===== src/hdl/lrupr_pkg.sv =====
// ----------------------------------------------------------------------------
// lrupr_pkg
// Shared sizes, types and a helper function for the LRU page replacement core.
// ----------------------------------------------------------------------------
package lrupr_pkg;

   localparam int FRAMES    = 8;
   localparam int PAGE_BITS = 16;
   localparam int CFG_W     = 4;
   localparam int CNT_W     = $clog2(FRAMES + 1);
   localparam int IDX_W     = (FRAMES > 1) ? $clog2(FRAMES) : 1;
   localparam int CAP_RESET = 4;

   typedef logic [PAGE_BITS-1:0]                 page_type;
   typedef logic [FRAMES-1:0][PAGE_BITS-1:0]     list_type;
   typedef logic [CNT_W-1:0]                     cnt_type;
   typedef logic [IDX_W-1:0]                     idx_type;
   typedef logic [CFG_W-1:0]                     cfg_type;

   typedef struct packed {
      logic    hit;
      idx_type pos;
   } match_type;

   typedef struct packed {
      logic     valid;
      page_type page;
   } evict_type;

   // Clamps a written frame count into the range one to FRAMES.
   function automatic cnt_type cap_of(cfg_type value);
      cnt_type result;
      if (value == '0) begin
         result = cnt_type'(1);
      end else if (CNT_W'(value) > cnt_type'(FRAMES) || int'(value) > FRAMES) begin
         result = cnt_type'(FRAMES);
      end else begin
         result = cnt_type'(value);
      end
      return result;
   endfunction

endpackage


===== src/hdl/lrupr_match.sv =====
// ----------------------------------------------------------------------------
// lrupr_match
// Parallel compare of a page against the resident entries, lowest hit wins.
// ----------------------------------------------------------------------------
module lrupr_match
   import lrupr_pkg::*;
(
   input  list_type  list,
   input  cnt_type   count,
   input  page_type  page,
   output match_type result
);

   logic [FRAMES-1:0] hits;

   always_comb begin
      for (int i = 0; i < FRAMES; i++) begin
         hits[i] = (list[i] == page) && (cnt_type'(i) < count);
      end
   end

   always_comb begin
      result.hit = |hits;
      result.pos = '0;
      for (int i = FRAMES - 1; i >= 0; i--) begin
         if (hits[i]) begin
            result.pos = idx_type'(i);
         end
      end
   end

endmodule


===== config.mk =====
export PLATFORM = sky130hd
export DESIGN_NAME = lrupr_match
export DESIGN_NICKNAME = d
export VERILOG_FILES = /design/src/hdl/lrupr_pkg.sv /design/src/hdl/lrupr_match.sv
export SDC_FILE = /design/constraint.sdc
export NUM_CORES = 1
export LEC_CHECK = 0
export BUFFER_PORTS_ARGS = -buffer_cell sky130_fd_sc_hd__buf_2
export CORE_ASPECT_RATIO = 0.8
export CORE_MARGIN = 10
export CORE_UTILIZATION = 43
export DETAILED_ROUTE_END_ITERATION = 10
export PLACE_DENSITY = 0.91
export SLEW_MARGIN = 20
export SYNTH_ARGS = -nofsm -noshare
export SYNTH_HDL_FRONTEND = slang
export SYNTH_SLANG_ARGS = --single-unit

===== constraint.sdc =====
create_clock -name vclk -period 5.15
set_input_delay 0.2575 -clock vclk [all_inputs]
set_output_delay 0.2575 -clock vclk [all_outputs]
set_load 0.01 [all_outputs]

## Yosys cells after proc, flatten, opt, wreduce, memory -nomap -nowiden

Cells that the tools add are included.
Widths: inputs -> output; s select.

| word-level totals | value |
|---|---|
| bits in registers | 0 |
| latch bits | 0 |
| memory bits (writable) | 0 |
| bits in read-only memories | 0 |
| input bits | 148 |
| memories | 0 |

| cells by class | value |
|---|---|
| add/subtract/negate cells | 0 |
| multipliers | 0 |
| div/mod/pow operators | 0 |
| order comparisons | 8 |
| equal/unequal tests | 8 |
| shift-type cells | 0 |
| multiplexer cells | 8 |
| bitwise operators | 0 |
| reduce and logical (&&, ||, !) cells | 9 |

Operators by type and width:

| kind | number |
|---|---|
| $eq 16x16->1 | 8 |
| $mux 3 | 8 |
| $lt 3x4->1 const A | 4 |
| $logic_and 1x1->1 | 8 |
| $lt 1x4->1 const A | 2 |
| $lt 2x4->1 const A | 2 |
| $reduce_or 8->1 | 1 |

## Depth between registers and ports, before layout

| depth | value |
|---|---|
| word-level depth | 10 |
| mapped depth | 8 |

## Worst setup path before layout

No wires, ideal clock.

| path | value |
|---|---|
| path kind | input -> output |
| from | input page[12] |
| to | output result[0] (netlist name) |
| arrival time | 1.860 ns |
| slack | 3.032 ns |
| stages | 8 |
| cell sequence | buf_2 xor2_1 nor4_1 nand4_1 or4_4 a21bo_1 a21o_1 a21oi_2 |

RTL lines:

| element | line | RTL |
|---|---|---|
| start, declared | lrupr_match.sv:10 | `input page_type page,` |
| end, declared | lrupr_match.sv:11 | `output match_type result` |

==> impl_metrics.prom <==
# TYPE chip_impl_metric gauge
chip_impl_info{name="result_of_the_run",value="completed"} 1
chip_impl_metric{name="synthesis.area_per_instance",unit="um^2"} 7.86
chip_impl_metric{name="grt_pass1_wl",unit="um"} 11400
chip_impl_metric{name="timing.fmax",unit="GHz"} 0.395
chip_impl_metric{name="die_x",unit="um"} 89.8
chip_impl_info{name="rsz_0062_raised_after_global_routing",value="no"} 1
chip_impl_metric{name="fp.dieArea",unit="um^2"} 6800
chip_impl_info{name="hold_critical_path_endpoint",value="result[0]"} 1
chip_impl_metric{name="height_of_the_die",unit="um"} 75.8
chip_impl_metric{name="detailed_place_hpwl",unit="um"} 6720
chip_impl_metric{name="drv_slew",unit=""} 0
chip_impl_metric{name="power_density",unit="nW/um^2"} 78.8
chip_impl_metric{name="post-cts-setup-buffer-count",unit=""} 0
chip_impl_metric{name="syn-cell-area",unit="um^2"} 1670
chip_impl_metric{name="synth-seq-area-share",unit="%"} 0
chip_impl_metric{name="grt_max_degree",unit=""} 9
chip_impl_metric{name="power.static_leakage",unit="uW"} 0.00114
chip_impl_info{name="hp-class",value="input pin to output port"} 1
chip_impl_info{name="hp-start",value="list[22]"} 1
chip_impl_info{name="setup.worst_path.start_class",value="input pin"} 1
chip_impl_metric{name="setup_viol_count_final",unit=""} 0
chip_impl_metric{name="totalNegativeSetupSlack",unit="ns"} 0
chip_impl_metric{name="globalplace.congestion",unit=""} 0.828
chip_impl_metric{name="cp_data_required_time",unit="ns"} 4.89
chip_impl_metric{name="critical_path.max_fanout",unit=""} 8
chip_impl_info{name="timing.critical_path.to_type",value="output port"} 1
chip_impl_metric{name="initialDrtViolationCount",unit=""} 112
chip_impl_metric{name="worst_hold_path.num_cells",unit=""} 5
chip_impl_metric{name="grt_use_total",unit="%"} 20.7
chip_impl_metric{name="grt_pass1_vias",unit=""} 2318
chip_impl_metric{name="area_growth",unit="%"} 41.3
chip_impl_metric{name="avgViaCountPerCell",unit=""} 5.06
chip_impl_metric{name="cp.arrival",unit="ns"} 2.27
chip_impl_metric{name="drt_pass1_iterations",unit=""} 4
chip_impl_metric{name="slew_headroom",unit="%"} 59.8
chip_impl_metric{name="remaining_drc_errors",unit=""} 0
chip_impl_info{name="layout_commonest_cell",value="sky130_fd_sc_hd__buf_2"} 1
chip_impl_metric{name="floorplan.io_pins",unit=""} 152
chip_impl_metric{name="seq_cells",unit=""} 0
chip_impl_info{name="mostFrequentLayoutCells",value="sky130_fd_sc_hd__buf_2 (152), sky130_fd_sc_hd__xor2_1 (74), sky130_fd_sc_hd__xnor2_1 (53)"} 1
chip_impl_metric{name="overflow",unit=""} 0
chip_impl_metric{name="cts_hold_buffers",unit=""} 0
chip_impl_info{name="timing_worst_setup_path_type",value="input pin to output port"} 1
chip_impl_metric{name="via_count",unit=""} 2045
chip_impl_metric{name="io_buffer_count",unit=""} 152
chip_impl_metric{name="fin_crit_sh",unit="%"} 49.1
chip_impl_metric{name="timing.max_cap.violations",unit=""} 0
chip_impl_metric{name="post_cts_resize_count",unit=""} 0
chip_impl_metric{name="final_net_count",unit=""} 499
chip_impl_info{name="setup.worst_path.start",value="page[10]"} 1
chip_impl_metric{name="initial_utilization",unit="%"} 44.3
chip_impl_metric{name="wl_per_cell",unit="um"} 18.8
chip_impl_metric{name="hold_viol",unit=""} 0
chip_impl_metric{name="number_of_antenna_violations_at_the_first_check_in_global_routing",unit=""} 0
chip_impl_metric{name="max_slew.worst_pin.slew",unit="ns"} 0.598
chip_impl_metric{name="clockBufferCount",unit=""} 0
chip_impl_metric{name="ys.warnings.count",unit=""} 0
chip_impl_metric{name="timing.hold.ws",unit="ns"} 0.953
chip_impl_metric{name="antenna_cells",unit=""} 0
chip_impl_metric{name="floorplan.rows",unit=""} 20
chip_impl_metric{name="peak_supply_drop",unit="mV"} 0.0553
chip_impl_metric{name="syn_inst",unit=""} 213
chip_impl_metric{name="synthDistinctLibCells",unit=""} 25
chip_impl_metric{name="core_area",unit="um^2"} 3780
chip_impl_metric{name="postRouteWirelength",unit="um"} 7600
chip_impl_metric{name="synthesis.nets",unit=""} 361
chip_impl_metric{name="detail-route-antenna-nets",unit=""} 0
chip_impl_metric{name="final-seq-area",unit="um^2"} 0
chip_impl_metric{name="post_route_cells_drive_above_1_share",unit="%"} 44.4
chip_impl_metric{name="final.min_clock_period",unit="ns"} 2.53
[worst max-delay path, stage by stage]
cell                        delay, ns
sky130_fd_sc_hd__buf_2           0.27
sky130_fd_sc_hd__xnor2_1         0.16
sky130_fd_sc_hd__nand4_1         0.12
sky130_fd_sc_hd__nor4_1          0.57
sky130_fd_sc_hd__o2111ai_1       0.22
sky130_fd_sc_hd__a21bo_1         0.23
sky130_fd_sc_hd__a21o_1          0.19
sky130_fd_sc_hd__a21oi_2         0.12
sky130_fd_sc_hd__buf_2           0.14
[cells in the mapped netlist (3+ instances only)]
library cell	count	share of area, %
sky130_fd_sc_hd__xor2_1	74	39
sky130_fd_sc_hd__xnor2_1	53	28
sky130_fd_sc_hd__nor4_1	20	7.5
sky130_fd_sc_hd__nand4_1	15	5.6
sky130_fd_sc_hd__buf_6	8	5.4
sky130_fd_sc_hd__nor2_1	7	1.6
sky130_fd_sc_hd__buf_2	5	1.5
sky130_fd_sc_hd__nand3_1	5	1.5
sky130_fd_sc_hd__a21oi_1	3	0.90
sky130_fd_sc_hd__buf_4	3	1.3
sky130_fd_sc_hd__nand2_1	3	0.67
sky130_fd_sc_hd__o21ai_0	3	0.90
[per-layer routing]
metal / global-route usage [%] / vias up / part of all wire [%]
met1: 23.8 / 934 / 41
met3: 4.53 / 8 / 8.5
met4: 2.86 / 0 / 1.2
met2: 39.7 / 110 / 49
met5: 0 / - / 0
li1: - / 993 / -
[worst max path at each step]
stage / to / slack, ns / cells after the start
after floorplan: result[0] / 3.03 / 8
after global placement: result[0] / 2.73 / 9
after detailed placement: result[0] / 2.67 / 9
after CTS: result[0] / 2.67 / 9
after global routing: result[3] / 2.42 / 9
final: result[0] / 2.62 / 9
[layout make-up]
cell class	instances	area, um^2
fillers	353	1410
inverters	1	3.75
multi-input cells	196	1530
well taps	55	68.8
repair buffers	152	761
[logic make-up (layout without fill, tap and decap cells)]
logic type | count (synthesis) | count (layout) | synth area share, %
AND/OR/NAND/NOR | 55 | 55 | 18.9
AO/OA/AOI/OAI | 13 | 13 | 5.23
XOR/XNOR | 128 | 128 | 67.4
buffers and inverters | 17 | 153 | 8.45
[metrics by stage]
step	util, %	instance area, um^2	std cells	worst slack, ns	total power, uW
3_5_place_dp	62.6	2370	404	2.67	186
5_1_grt	62.6	2370	404	2.42	204
4_1_cts	62.6	2370	404	2.67	186
2_1_floorplan	-	1670	213	3.03	110
6_report	62.6	2370	404	2.62	186
3_3_place_gp	62.6	2370	404	2.73	180
[power breakdown]
group / switching [uW] / internal [uW]
registers: 0 / 0
logic: 90.3 / 96.1
clock network: 0 / 0
total: 90.3 / 96.1
Power figures use the tool's default switching activity.
