[config.mk]
export PLATFORM = sky130hd
export DESIGN_NAME = lrupr_state
export DESIGN_NICKNAME = d
export VERILOG_FILES = /design/src/hdl/lrupr_pkg.sv /design/src/hdl/lrupr_state.sv
export SDC_FILE = /design/constraint.sdc
export NUM_CORES = 1
export LEC_CHECK = 0
export ABC_AREA = 0
export CAP_MARGIN = 0
export CORE_MARGIN = 2
export CORE_UTILIZATION = 55
export CTS_BUF_LIST = sky130_fd_sc_hd__clkbuf_2 sky130_fd_sc_hd__clkbuf_4 sky130_fd_sc_hd__clkbuf_8
export CTS_CLUSTER_SIZE = 25
export DETAILED_ROUTE_END_ITERATION = 10
export DONT_BUFFER_PORTS = 1
export GPL_ROUTABILITY_DRIVEN = 0
export HOLD_SLACK_MARGIN = 0.12
export PLACE_DENSITY = 0.76
export SLEW_MARGIN = 20
export SYNTH_ARGS = -nofsm -noshare
export SYNTH_HDL_FRONTEND = slang
export SYNTH_SLANG_ARGS = --single-unit
[constraint.sdc]
create_clock -name clock -period 3.3 [get_ports clock]
set_input_delay 0.66 -clock clock [delete_from_list [all_inputs] [get_ports clock]]
set_output_delay 0.66 -clock clock [all_outputs]
set_load 0.005 [all_outputs]
[src/hdl/lrupr_pkg.sv]
// ----------------------------------------------------------------------------
// lrupr_pkg
// Shared sizes, types and a helper function for the LRU page replacement core.
// ----------------------------------------------------------------------------
package lrupr_pkg;

   localparam int FRAMES    = 8;
   localparam int PAGE_BITS = 16;
   localparam int CFG_W     = 4;
   localparam int CNT_W     = $clog2(FRAMES + 1);
   localparam int IDX_W     = (FRAMES > 1) ? $clog2(FRAMES) : 1;
   localparam int CAP_RESET = 4;

   typedef logic [PAGE_BITS-1:0]                 page_type;
   typedef logic [FRAMES-1:0][PAGE_BITS-1:0]     list_type;
   typedef logic [CNT_W-1:0]                     cnt_type;
   typedef logic [IDX_W-1:0]                     idx_type;
   typedef logic [CFG_W-1:0]                     cfg_type;

   typedef struct packed {
      logic    hit;
      idx_type pos;
   } match_type;

   typedef struct packed {
      logic     valid;
      page_type page;
   } evict_type;

   // Clamps a written frame count into the range one to FRAMES.
   function automatic cnt_type cap_of(cfg_type value);
      cnt_type result;
      if (value == '0) begin
         result = cnt_type'(1);
      end else if (CNT_W'(value) > cnt_type'(FRAMES) || int'(value) > FRAMES) begin
         result = cnt_type'(FRAMES);
      end else begin
         result = cnt_type'(value);
      end
      return result;
   endfunction

endpackage

[src/hdl/lrupr_state.sv]
// ----------------------------------------------------------------------------
// lrupr_state
// Recency list, occupancy count and capacity register with their update.
// ----------------------------------------------------------------------------
module lrupr_state
   import lrupr_pkg::*;
(
   input  logic      clock,
   input  logic      reset,
   input  logic      csr_write_en,
   input  cfg_type   csr_write_data,
   input  logic      update,
   input  page_type  page,
   input  match_type match,
   output list_type  list,
   output cnt_type   count,
   output evict_type evict
);

   list_type list_ff, list_in;
   cnt_type  count_ff, count_in;
   cnt_type  cap_ff, cap_in;
   cnt_type  limit;
   cnt_type  count_m1;
   logic     full;

   assign count_m1 = count_ff - cnt_type'(1);
   assign full     = (count_ff >= cap_ff);

   always_comb begin
      evict.valid = !match.hit && full;
      evict.page  = evict.valid ? list_ff[count_m1[IDX_W-1:0]] : '0;
   end

   always_comb begin
      if (match.hit) begin
         limit = cnt_type'(match.pos);
      end else if (full) begin
         limit = count_m1;
      end else begin
         limit = count_ff;
      end
   end

   always_comb begin
      list_in  = list_ff;
      count_in = count_ff;
      if (update) begin
         list_in[0] = page;
         for (int k = 1; k < FRAMES; k++) begin
            if (cnt_type'(k) <= limit) begin
               list_in[k] = list_ff[k-1];
            end
         end
         if (!match.hit && !full) begin
            count_in = count_ff + cnt_type'(1);
         end
      end
      cap_in = cap_ff;
      if (csr_write_en) begin
         cap_in = cap_of(csr_write_data);
         if (count_in > cap_in) begin
            count_in = cap_in;
         end
      end
   end

   always_ff @(posedge clock) begin
      list_ff <= list_in;
      if (reset) begin
         count_ff <= '0;
         cap_ff   <= cap_of(cfg_type'(CAP_RESET));
      end else begin
         count_ff <= count_in;
         cap_ff   <= cap_in;
      end
   end

   assign list  = list_ff;
   assign count = count_ff;

   a_count_le_cap: assert property (@(posedge clock) disable iff (reset)
      count_ff <= cap_ff)
      else $error("occupancy above capacity");

   a_hit_keeps_count: assert property (@(posedge clock) disable iff (reset)
      update && match.hit && !csr_write_en |=> $stable(count_ff))
      else $error("hit changed occupancy");

   a_evict_when_full: assert property (@(posedge clock) disable iff (reset)
      evict.valid |-> (count_ff == cap_ff) && (count_ff != '0))
      else $error("eviction from a list that is not full");

endmodule

# Word-level counts from Yosys, hierarchy flattened
# Index checks and enable logic that the tools add are counted.
# word_totals
output_inout_bits,149
word_cells,49
ff_bits,136
# op_classes
n_addsub,2
magnitude_cmp,12
reduce_logical,13
mux,12
# op_table
op,n
binary-select mux 16 bit (select 3 bit),1
two-way mux 4 bit,9
two-way mux 16 bit,2
less-or-equal comparator 3 x 4 -> 1 bit (first input constant),4
AND reduction 2 bit,7
> comparator 4 bit (second input constant),2
less-or-equal comparator 2 x 4 -> 1 bit (first input constant),2
adder 4 x 1 -> 4 bit (second input constant),1
>= comparator 4 bit,1
> comparator 4 bit,1
less-or-equal comparator 1 x 4 -> 1 bit (first input constant),1
logical NOT 4 bit,1
< comparator 3 x 4 -> 1 bit (second input constant),1
subtractor 4 x 1 -> 4 bit (second input constant),1
logical AND 1 bit,2
logical NOT 1 bit,2
logical OR 1 bit,1

# Depth between registers and ports, before layout
# Gate-level depths: netlist of the first run.
# depth
ltp_word,8
ltp_mapped,14
mapped_depth_nobuf,12

# Least setup slack after synthesis of the first run
# Ideal clock, no wire load.
# synth_timing
kind,register -> register
startpoint,"register count_ff[0], in the netlist count[0]"
endpoint,"register list_ff, in the netlist list[100] (enable)"
setup_slack_ns,0.007
path_stages_with_launch,10
n_path_buf,2
required_time_ns,2.906
arrival_ns,2.898
period_less_slack_ns,3.293
cell_sequence,dfxtp_1 -> buf_6 -> buf_2 -> inv_1 -> ha_1 -> or3b_4 -> nand2_1 -> a211oi_2 -> or2_1 -> a21oi_1
# synth_between
elab_chain_cells,5
elab_cells_between_ends,6
# synth_lines
item,line,source
start: declaration,lrupr_state.sv:21,"cnt_type count_ff, count_in;"
start signal: assignment,lrupr_state.sv:74,count_ff <= count_in;
subtractor 4 x 1 -> 4 bit or >= comparator 4 bit (tied branches),"lrupr_state.sv:27, lrupr_state.sv:28",
two-way mux 4 bit (*),lrupr_state.sv:38,end else if (full) begin
two-way mux 4 bit (*),lrupr_state.sv:36,if (match.hit) begin
less-or-equal comparator 3 x 4 -> 1 bit (*),lrupr_state.sv:51,if (cnt_type'(k) <= limit) begin
AND reduction 2 bit (no line) (*),n/a,
end signal: assignment,lrupr_state.sv:69,list_ff <= list_in;
end: declaration,lrupr_state.sv:20,"list_type list_ff, list_in;"
# Mark *: on every way between the ends. The rest lies on a longest branch, timed or not.
# A chain may end at the register's enable or synchronous reset.

==> out/qor.yml, run 1 <==
synth:
  yosysTopAreaCell: "edfxtp_1"
  synthDominantCellAreaShare_pct: 67.2
  synth-seq-cells: 136
  synthTopCellsByArea: "edfxtp_1, mux4_2, dfxtp_1"
  seq_area_frac_synth_pct: 70.0
  synthFlopType: "edfxtp_1"
  ys_warn_count: 0
  synth_nets: 371
  synth_area_sq_mm: 0.00572
  syn_inst: 333
  synth_edf_count: 128
  ys_types: 41
  async_flop_share_pct: 0
  syn_area_per_cell_sq_um: 17.2
sta:
  grt_setup_unrepaired: "no"
  final_max_slew_viol_count: 0
  skew_ps: 7.44
  setup_violations: 0
  slew_headroom_pct: 46.4
  post-route-period-util_pct: 93.8
  final-hold-violation-count: 0
  worst_pin_slew_ps: 804
  fmax_mhz: 323
  finalSetupTns_ps: 0
  fin_crit_ps: 3100
layout:
  num-nets-final: 386
  antenna_cells: 0
  post-route-util_pct: 62.4
  layout.cells.non_filler: 497
  synthToLayoutAreaGrowth_pct: 11.2
  drive_gt1_share_pct: 23.8
  fin_area_sq_mm: 0.00636
power_and_ir_drop:
  internal-power_mw: 4.36
  clkPwrFrac_pct: 21.6
  leakage_nw: 2.15
  powerDensity_mw_per_mm2: 1060
  power_frac_comb_pct: 31.1
  peakVddDrop_uv: 431
  sw_frac_of_total_pct: 35.1
  seqPwrFrac_pct: 47.2
  p_switching_mw: 2.36
floorplan:
  die_y_um: 106
  start_util_pct: 56.1
  io_pins: 177
  die_area_sq_mm: 0.0112
  core_area_sq_mm: 0.0102
  rows: 37
  fp.dieW_um: 106
placed_design:
  place_inst: 465
  hpwl_um: 9160
  port_buffers: 0
  dpl_cell_area_sq_mm: 0.00594
worst_hold_path:
  min_path_type: "in2reg"
drt:
  wl_um: 12900
  via_per_inst: 6.31
  vias: 3136
  drt_iter0_drc: 223
  remaining_drc_errors: 0
  detail_route.wl_per_cell_um: 26.0
  antenna_left: 0
  drtPass1Iterations: 4
grt:
  grt_pass1_vias: 3229
  grt_usage_pct: 23.8
  grt_first_pass_wirelength_um: 19600
  grt_overflow: 0
  antenna_found_initial: 0
  grt_start_max_net_pins: 37
clock_network:
  worstSkewPairLatency_ps: 430
  cts_buffers: 17
  postCtsSetupBuffers: 0
  cts_tree: "done"
  ctsHoldBuffers: 0
  clk_pin_slew_ps: 70
  htree_num_levels: 4
  root_buffer: "clkbuf_8"
  cts_max_path_buffers: 2
  cts.sinks: 136
  cts_resized: 0
setup_path:
  cp_top_family: "simple AND/OR/NAND/NOR gates"
  path_class: "reg2out"
  cpMaxStageDelayCell: "or3b_4"
  path_cells: "inv_1 -> ha_1 -> or3b_4 -> a21oi_2 -> or2_2 -> a21oi_1 -> buf_4"
  crit_path_max_fanout: 17
  cp.arrival_ps: 2440
  path_buf_inv: 2
  max_stage_delay_ps: 410
  required_ps: 2640
  endpoint_kind: "output port"
  cp-start-kind: "flip-flop"
status:
  outcome: "complete, no violations"
run:
  maxCapViolations: 0
-- cells in the final DEF, fill, tap and decap left out, types with 5 or more instances in the layout --
| cell type | count |
|---|---|
| nand3_1 | 6 |
| dfxtp_1 | 7 |
| nand2_1 | 38 |
| ha_1 | 10 |
| clkbuf_8 | 17 |
| buf_4 | 9 |
| nor2_1 | 14 |
| edfxtp_1 | 128 |
| nor2b_1 | 5 |
| a21oi_1 | 20 |
| inv_1 | 10 |
| mux4_2 | 32 |
-- cells in the mapped netlist, types with 3 or more instances --
library cell,count
nand2_1,38
ha_1,10
mux4_2,32
edfxtp_1,128
o21a_1,3
clkbuf_1,6
buf_2,8
o211ai_1,3
a21oi_1,22
dfxtp_1,8
mux2i_1,4
inv_1,10
nand3_1,6
a211oi_1,3
nor2_1,14
xnor2_1,4
nor2b_1,5
-- logic make-up after synthesis --
group                    Yosys count  share of synthesized area (%)
AO/OA/AOI/OAI                     44                           5.21
XOR/XNOR                           6                          0.919
adder cells (fa/ha/maj)           10                           2.19
buffers and inverters             25                           1.95
flip-flops                       136                           70.0
multiplexers                      37                           13.5
AND/OR/NAND/NOR                   75                           6.19
-- metrics by stage --
step / setup WS (ps) / hold slack [ps] / power (mW)
2_1_floorplan: 7.40 / 460 / 4.52
3_5_place_dp: 367 / 482 / 5.30
6_report: 203 / 292 / 6.71
4_1_cts: 178 / 262 / 6.77
3_3_place_gp: 445 / 478 / 5.21
5_1_grt: 63.5 / 269 / 7.05
-- power groups by stage --
stage / Clock (mW) / Combinational, mW / Sequential [mW]
floorplan: 0 / 1.52 / 2.99
global placement: 0 / 2.04 / 3.17
detailed placement: 0 / 2.09 / 3.22
CTS: 1.49 / 2.11 / 3.18
global route: 1.55 / 2.27 / 3.24
finish: 1.45 / 2.09 / 3.17
-- routing by layer --
metal	track usage, %	wire [um]
met1	31.0	5020
met2	36.9	6370
met3	9.56	1330
met4	7.99	208
met5	0	0
-- worst register-to-register path, delay by kind of cell (launching register included) --
kind / cells / cell delay (ps)
compound gates: 5 / 1390
fa+ha+maj: 2 / 600
flops: 1 / 440
simple gates: 2 / 310
xor+xnor: 1 / 200
-- registers in the layout, summed over array words and instances, names as in the netlist --
register and flops:
cap_ff 4, count 4, list 128
-- cell type report --
cell class,count,area (sq um)
Fill cell,765,3830
Timing Repair Buffer,11,108
Sequential cell,136,4010
Tap cell,136,170
Multi-Input combinational cell,172,1620
Clock buffer,18,241
Inverter,10,37.5
Clock inverter,14,180
-- final timing paths --
path	end	slack [ps]	startpoint	depth (start not counted)
setup / recovery	evict[14]	200	count[0]$_SDFF_PP0_	7
hold / removal	cap_ff[3]$_SDFFE_PP0P_	290	reset	1
setup reg to reg	count[3]$_SDFF_PP0_	320	count[3]$_SDFF_PP0_	10
hold reg to reg	cap_ff[3]$_SDFFE_PP0P_	500	cap_ff[3]$_SDFFE_PP0P_	2
Note: power is estimated with default switching activity, not from simulation.
==> run 2: changes to the inputs <==
--- a/config.mk
+++ b/config.mk
@@ -15,7 +15,8 @@
 export DONT_BUFFER_PORTS = 1
 export GPL_ROUTABILITY_DRIVEN = 0
 export HOLD_SLACK_MARGIN = 0.12
-export PLACE_DENSITY = 0.76
+export PLACE_DENSITY = 0.81
+export REMOVE_ABC_BUFFERS = 1
 export SLEW_MARGIN = 20
 export SYNTH_ARGS = -nofsm -noshare
 export SYNTH_HDL_FRONTEND = slang
==> run 2 against run 1 <==
Effect of this change: clock power up 3%; first-iteration DRC count down 17%; flip-flop and latch count unchanged; sequential share of layout area down 0.15 points; global-route usage up 0.34 points; die area unchanged; worst setup slack better by 36 ps; critical path type unchanged.
==> out/qor.yml, run 2 (same netlist as run 1, synthesis figures left out) <==
status:
  outcome: "complete, no violations"
grt:
  grt_pass1_vias: 3311  # +2.5%
  top_usage_layer: "met2"
  antenna_found_initial: 0  # unchanged
  grt_first_pass_wirelength_um: 19500  # -0.42%
  grtUsageMet3_pct: 11.3  # +1.7 points
  grt_usage_pct: 24.1  # +0.34 points
  grt_overflow: 0  # unchanged
  grt_start_max_net_pins: 37  # unchanged
  met2_usage_pct: 39.8  # +2.9 points
  grtUsageMet1_pct: 26.8  # -4.3 points
sta:
  slew_headroom_pct: 39.3  # -7.1 points
  finalSetupTns_ps: 0  # unchanged
  worst_slack_ps: 239  # +36.0 ps
  setup_violations: 0  # unchanged
  worst_pin_slew_ps: 910  # +106 ps
  fmax_mhz: 327  # +1.2%
  grt_setup_unrepaired: "no"
  final-hold-violation-count: 0  # unchanged
  skew_ps: 9.24  # +1.79 ps
  fin_crit_ps: 3060  # -36.0 ps
  final_max_slew_viol_count: 0  # unchanged
  post-route-period-util_pct: 92.8  # -1.1 points
setup_path:
  r2r_cells: 10  # unchanged
  cpMaxStageDelayCell: "dfxtp_1"
  required_ps: 2640  # about the same
  path_cells: "inv_1 -> ha_1 -> buf_4 -> mux4_2 -> nand2_1 -> a21oi_1"
  r2r-start: "count[2]$_SDFF_PP0_"
  timing.rr.end: "count[3]$_SDFF_PP0_"
  crit_path_max_fanout: 33  # +16
  endpoint_kind: "output port"
  path_class: "reg2out"
  cp.arrival_ps: 2400  # -40 ps
  cp-start-kind: "flip-flop"
  reg2reg_slack_ps: 310  # about the same
  max_stage_delay_ps: 470  # +60 ps
layout:
  num-nets-final: 387  # +0.26%
  synthToLayoutAreaGrowth_pct: 11.5
  multi_input_area_sq_mm: 0.00163  # +1.2%
  fill_cells: 745  # -2.6%
  seq_area_sq_mm: 0.00401  # unchanged
  layout.cells.most_common_list: "edfxtp_1, nand2_1, mux4_2"
  layout.cells.most_common: "edfxtp_1"
  antenna_cells: 0  # unchanged
  largest_reg_flops: 128  # unchanged
  fin_area_sq_mm: 0.00637  # +0.24%
  drive_gt1_share_pct: 25.4  # +1.6 points
floorplan:
  core_area_sq_mm: 0.0102  # unchanged
  fp.dieW_um: 106  # unchanged
  start_util_pct: 56.1  # unchanged
  die_area_sq_mm: 0.0112  # unchanged
  die_y_um: 106  # unchanged
  rows: 37  # unchanged
  io_pins: 177  # unchanged
power_and_ir_drop:
  peakVddDrop_uv: 648  # +50%
  power_mw: 6.74  # +0.41%
  leakage_nw: 2.17  # +0.60%
  powerDensity_mw_per_mm2: 1060  # +0.17%
drt:
  wl_um: 13300  # +2.6%
  via_per_inst: 6.42  # +1.8%
  vias: 3199  # +2.0%
  remaining_drc_errors: 0  # unchanged
  drt_iter0_drc: 186  # -17%
  detail_route.wl_per_cell_um: 26.6  # +2.4%
  antenna_left: 0  # unchanged
  drtPass1Iterations: 4  # unchanged
clock_network:
  cts_tree: "done"
  cts_resized: 0  # unchanged
  cts_buffers: 17  # unchanged
  cts_max_path_buffers: 2  # unchanged
  ctsHoldBuffers: 0  # unchanged
  worstSkewPairLatency_ps: 440  # about the same
  cts.sinks: 136  # unchanged
  root_buffer: "clkbuf_8"
  htree_num_levels: 4  # unchanged
  clk_pin_slew_ps: 80  # about the same
  postCtsSetupBuffers: 0  # unchanged
run:
  maxCapViolations: 0  # unchanged
worst_hold_path:
  min_path_type: "in2reg"
  hp-start: "reset"
  min_to: "count[0]$_SDFF_PP0_"
  min_delay_path_depth: 1  # unchanged
placed_design:
  port_buffers: 0  # unchanged
  hpwl_um: 9100  # -0.61%
  dpl_cell_area_sq_mm: 0.00593  # about the same
  post-place-ws_ps: 262  # -105 ps
-- run 2: how the worst max path moves through the flow --
stage | slack (ps) | from | endpoint | depth (start not counted)
after CTS | 200 | count[3]$_SDFF_PP0_ | count[3]$_SDFF_PP0_ | 10
after floorplan | -1330 | count[0]$_SDFF_PP0_ | list[100]$_DFFE_PP_ | 7
after detailed placement | 260 | count[3]$_SDFF_PP0_ | count[0]$_SDFF_PP0_ | 10
after global placement | 350 | count[3]$_SDFF_PP0_ | count[2]$_SDFF_PP0_ | 9
final | 240 | count[1]$_SDFF_PP0_ | evict[4] | 6
after global routing | 100 | count[2]$_SDFF_PP0_ | count[3]$_SDFF_PP0_ | 10
-- run 2: layout make-up --
| type | count | area share (%) |
|---|---|---|
| flip-flops and latches | 136 | 62.9 |
| multi-input cells | 172 | 25.6 |
| clock buffers | 18 | 3.79 |
| clock inverters | 14 | 3.04 |
| well taps | 136 | 2.67 |
| repair buffers | 12 | 1.41 |
| inverters | 10 | 0.589 |
-- run 2: per-layer routing --
layer	part of all wire, %	vias to the layer above
li1	-	1346
met2	50	193
met5	0	-
met1	36	1624
met4	3.2	0
met3	11	36
-- run 2: stage by stage --
stage               hold WS [ps]  cells  utilization (%)
CTS                          256    498             62.5
detailed placement           490    466             58.3
global placement             484    466             58.3
finish                       278    498             62.6
global route                 250    498             62.6
floorplan                    460    318                -
-- run 2: worst max-delay path: cells and delay by family, from the launching register on --
kind                       cells  cell delay [ps]
buffers and inverters          2              550
adders and majority gates      1              300
AOI/OAI and AO/OA              1              240
and+or+nand+nor                1               60
muxes                          1              320
DFF                            1              470
-- run 2: where the power goes --
part	internal [mW]	switching [mW]
logic	0.870	1.21
clock network	0.837	0.653
registers	2.65	0.519
total	4.36	2.38
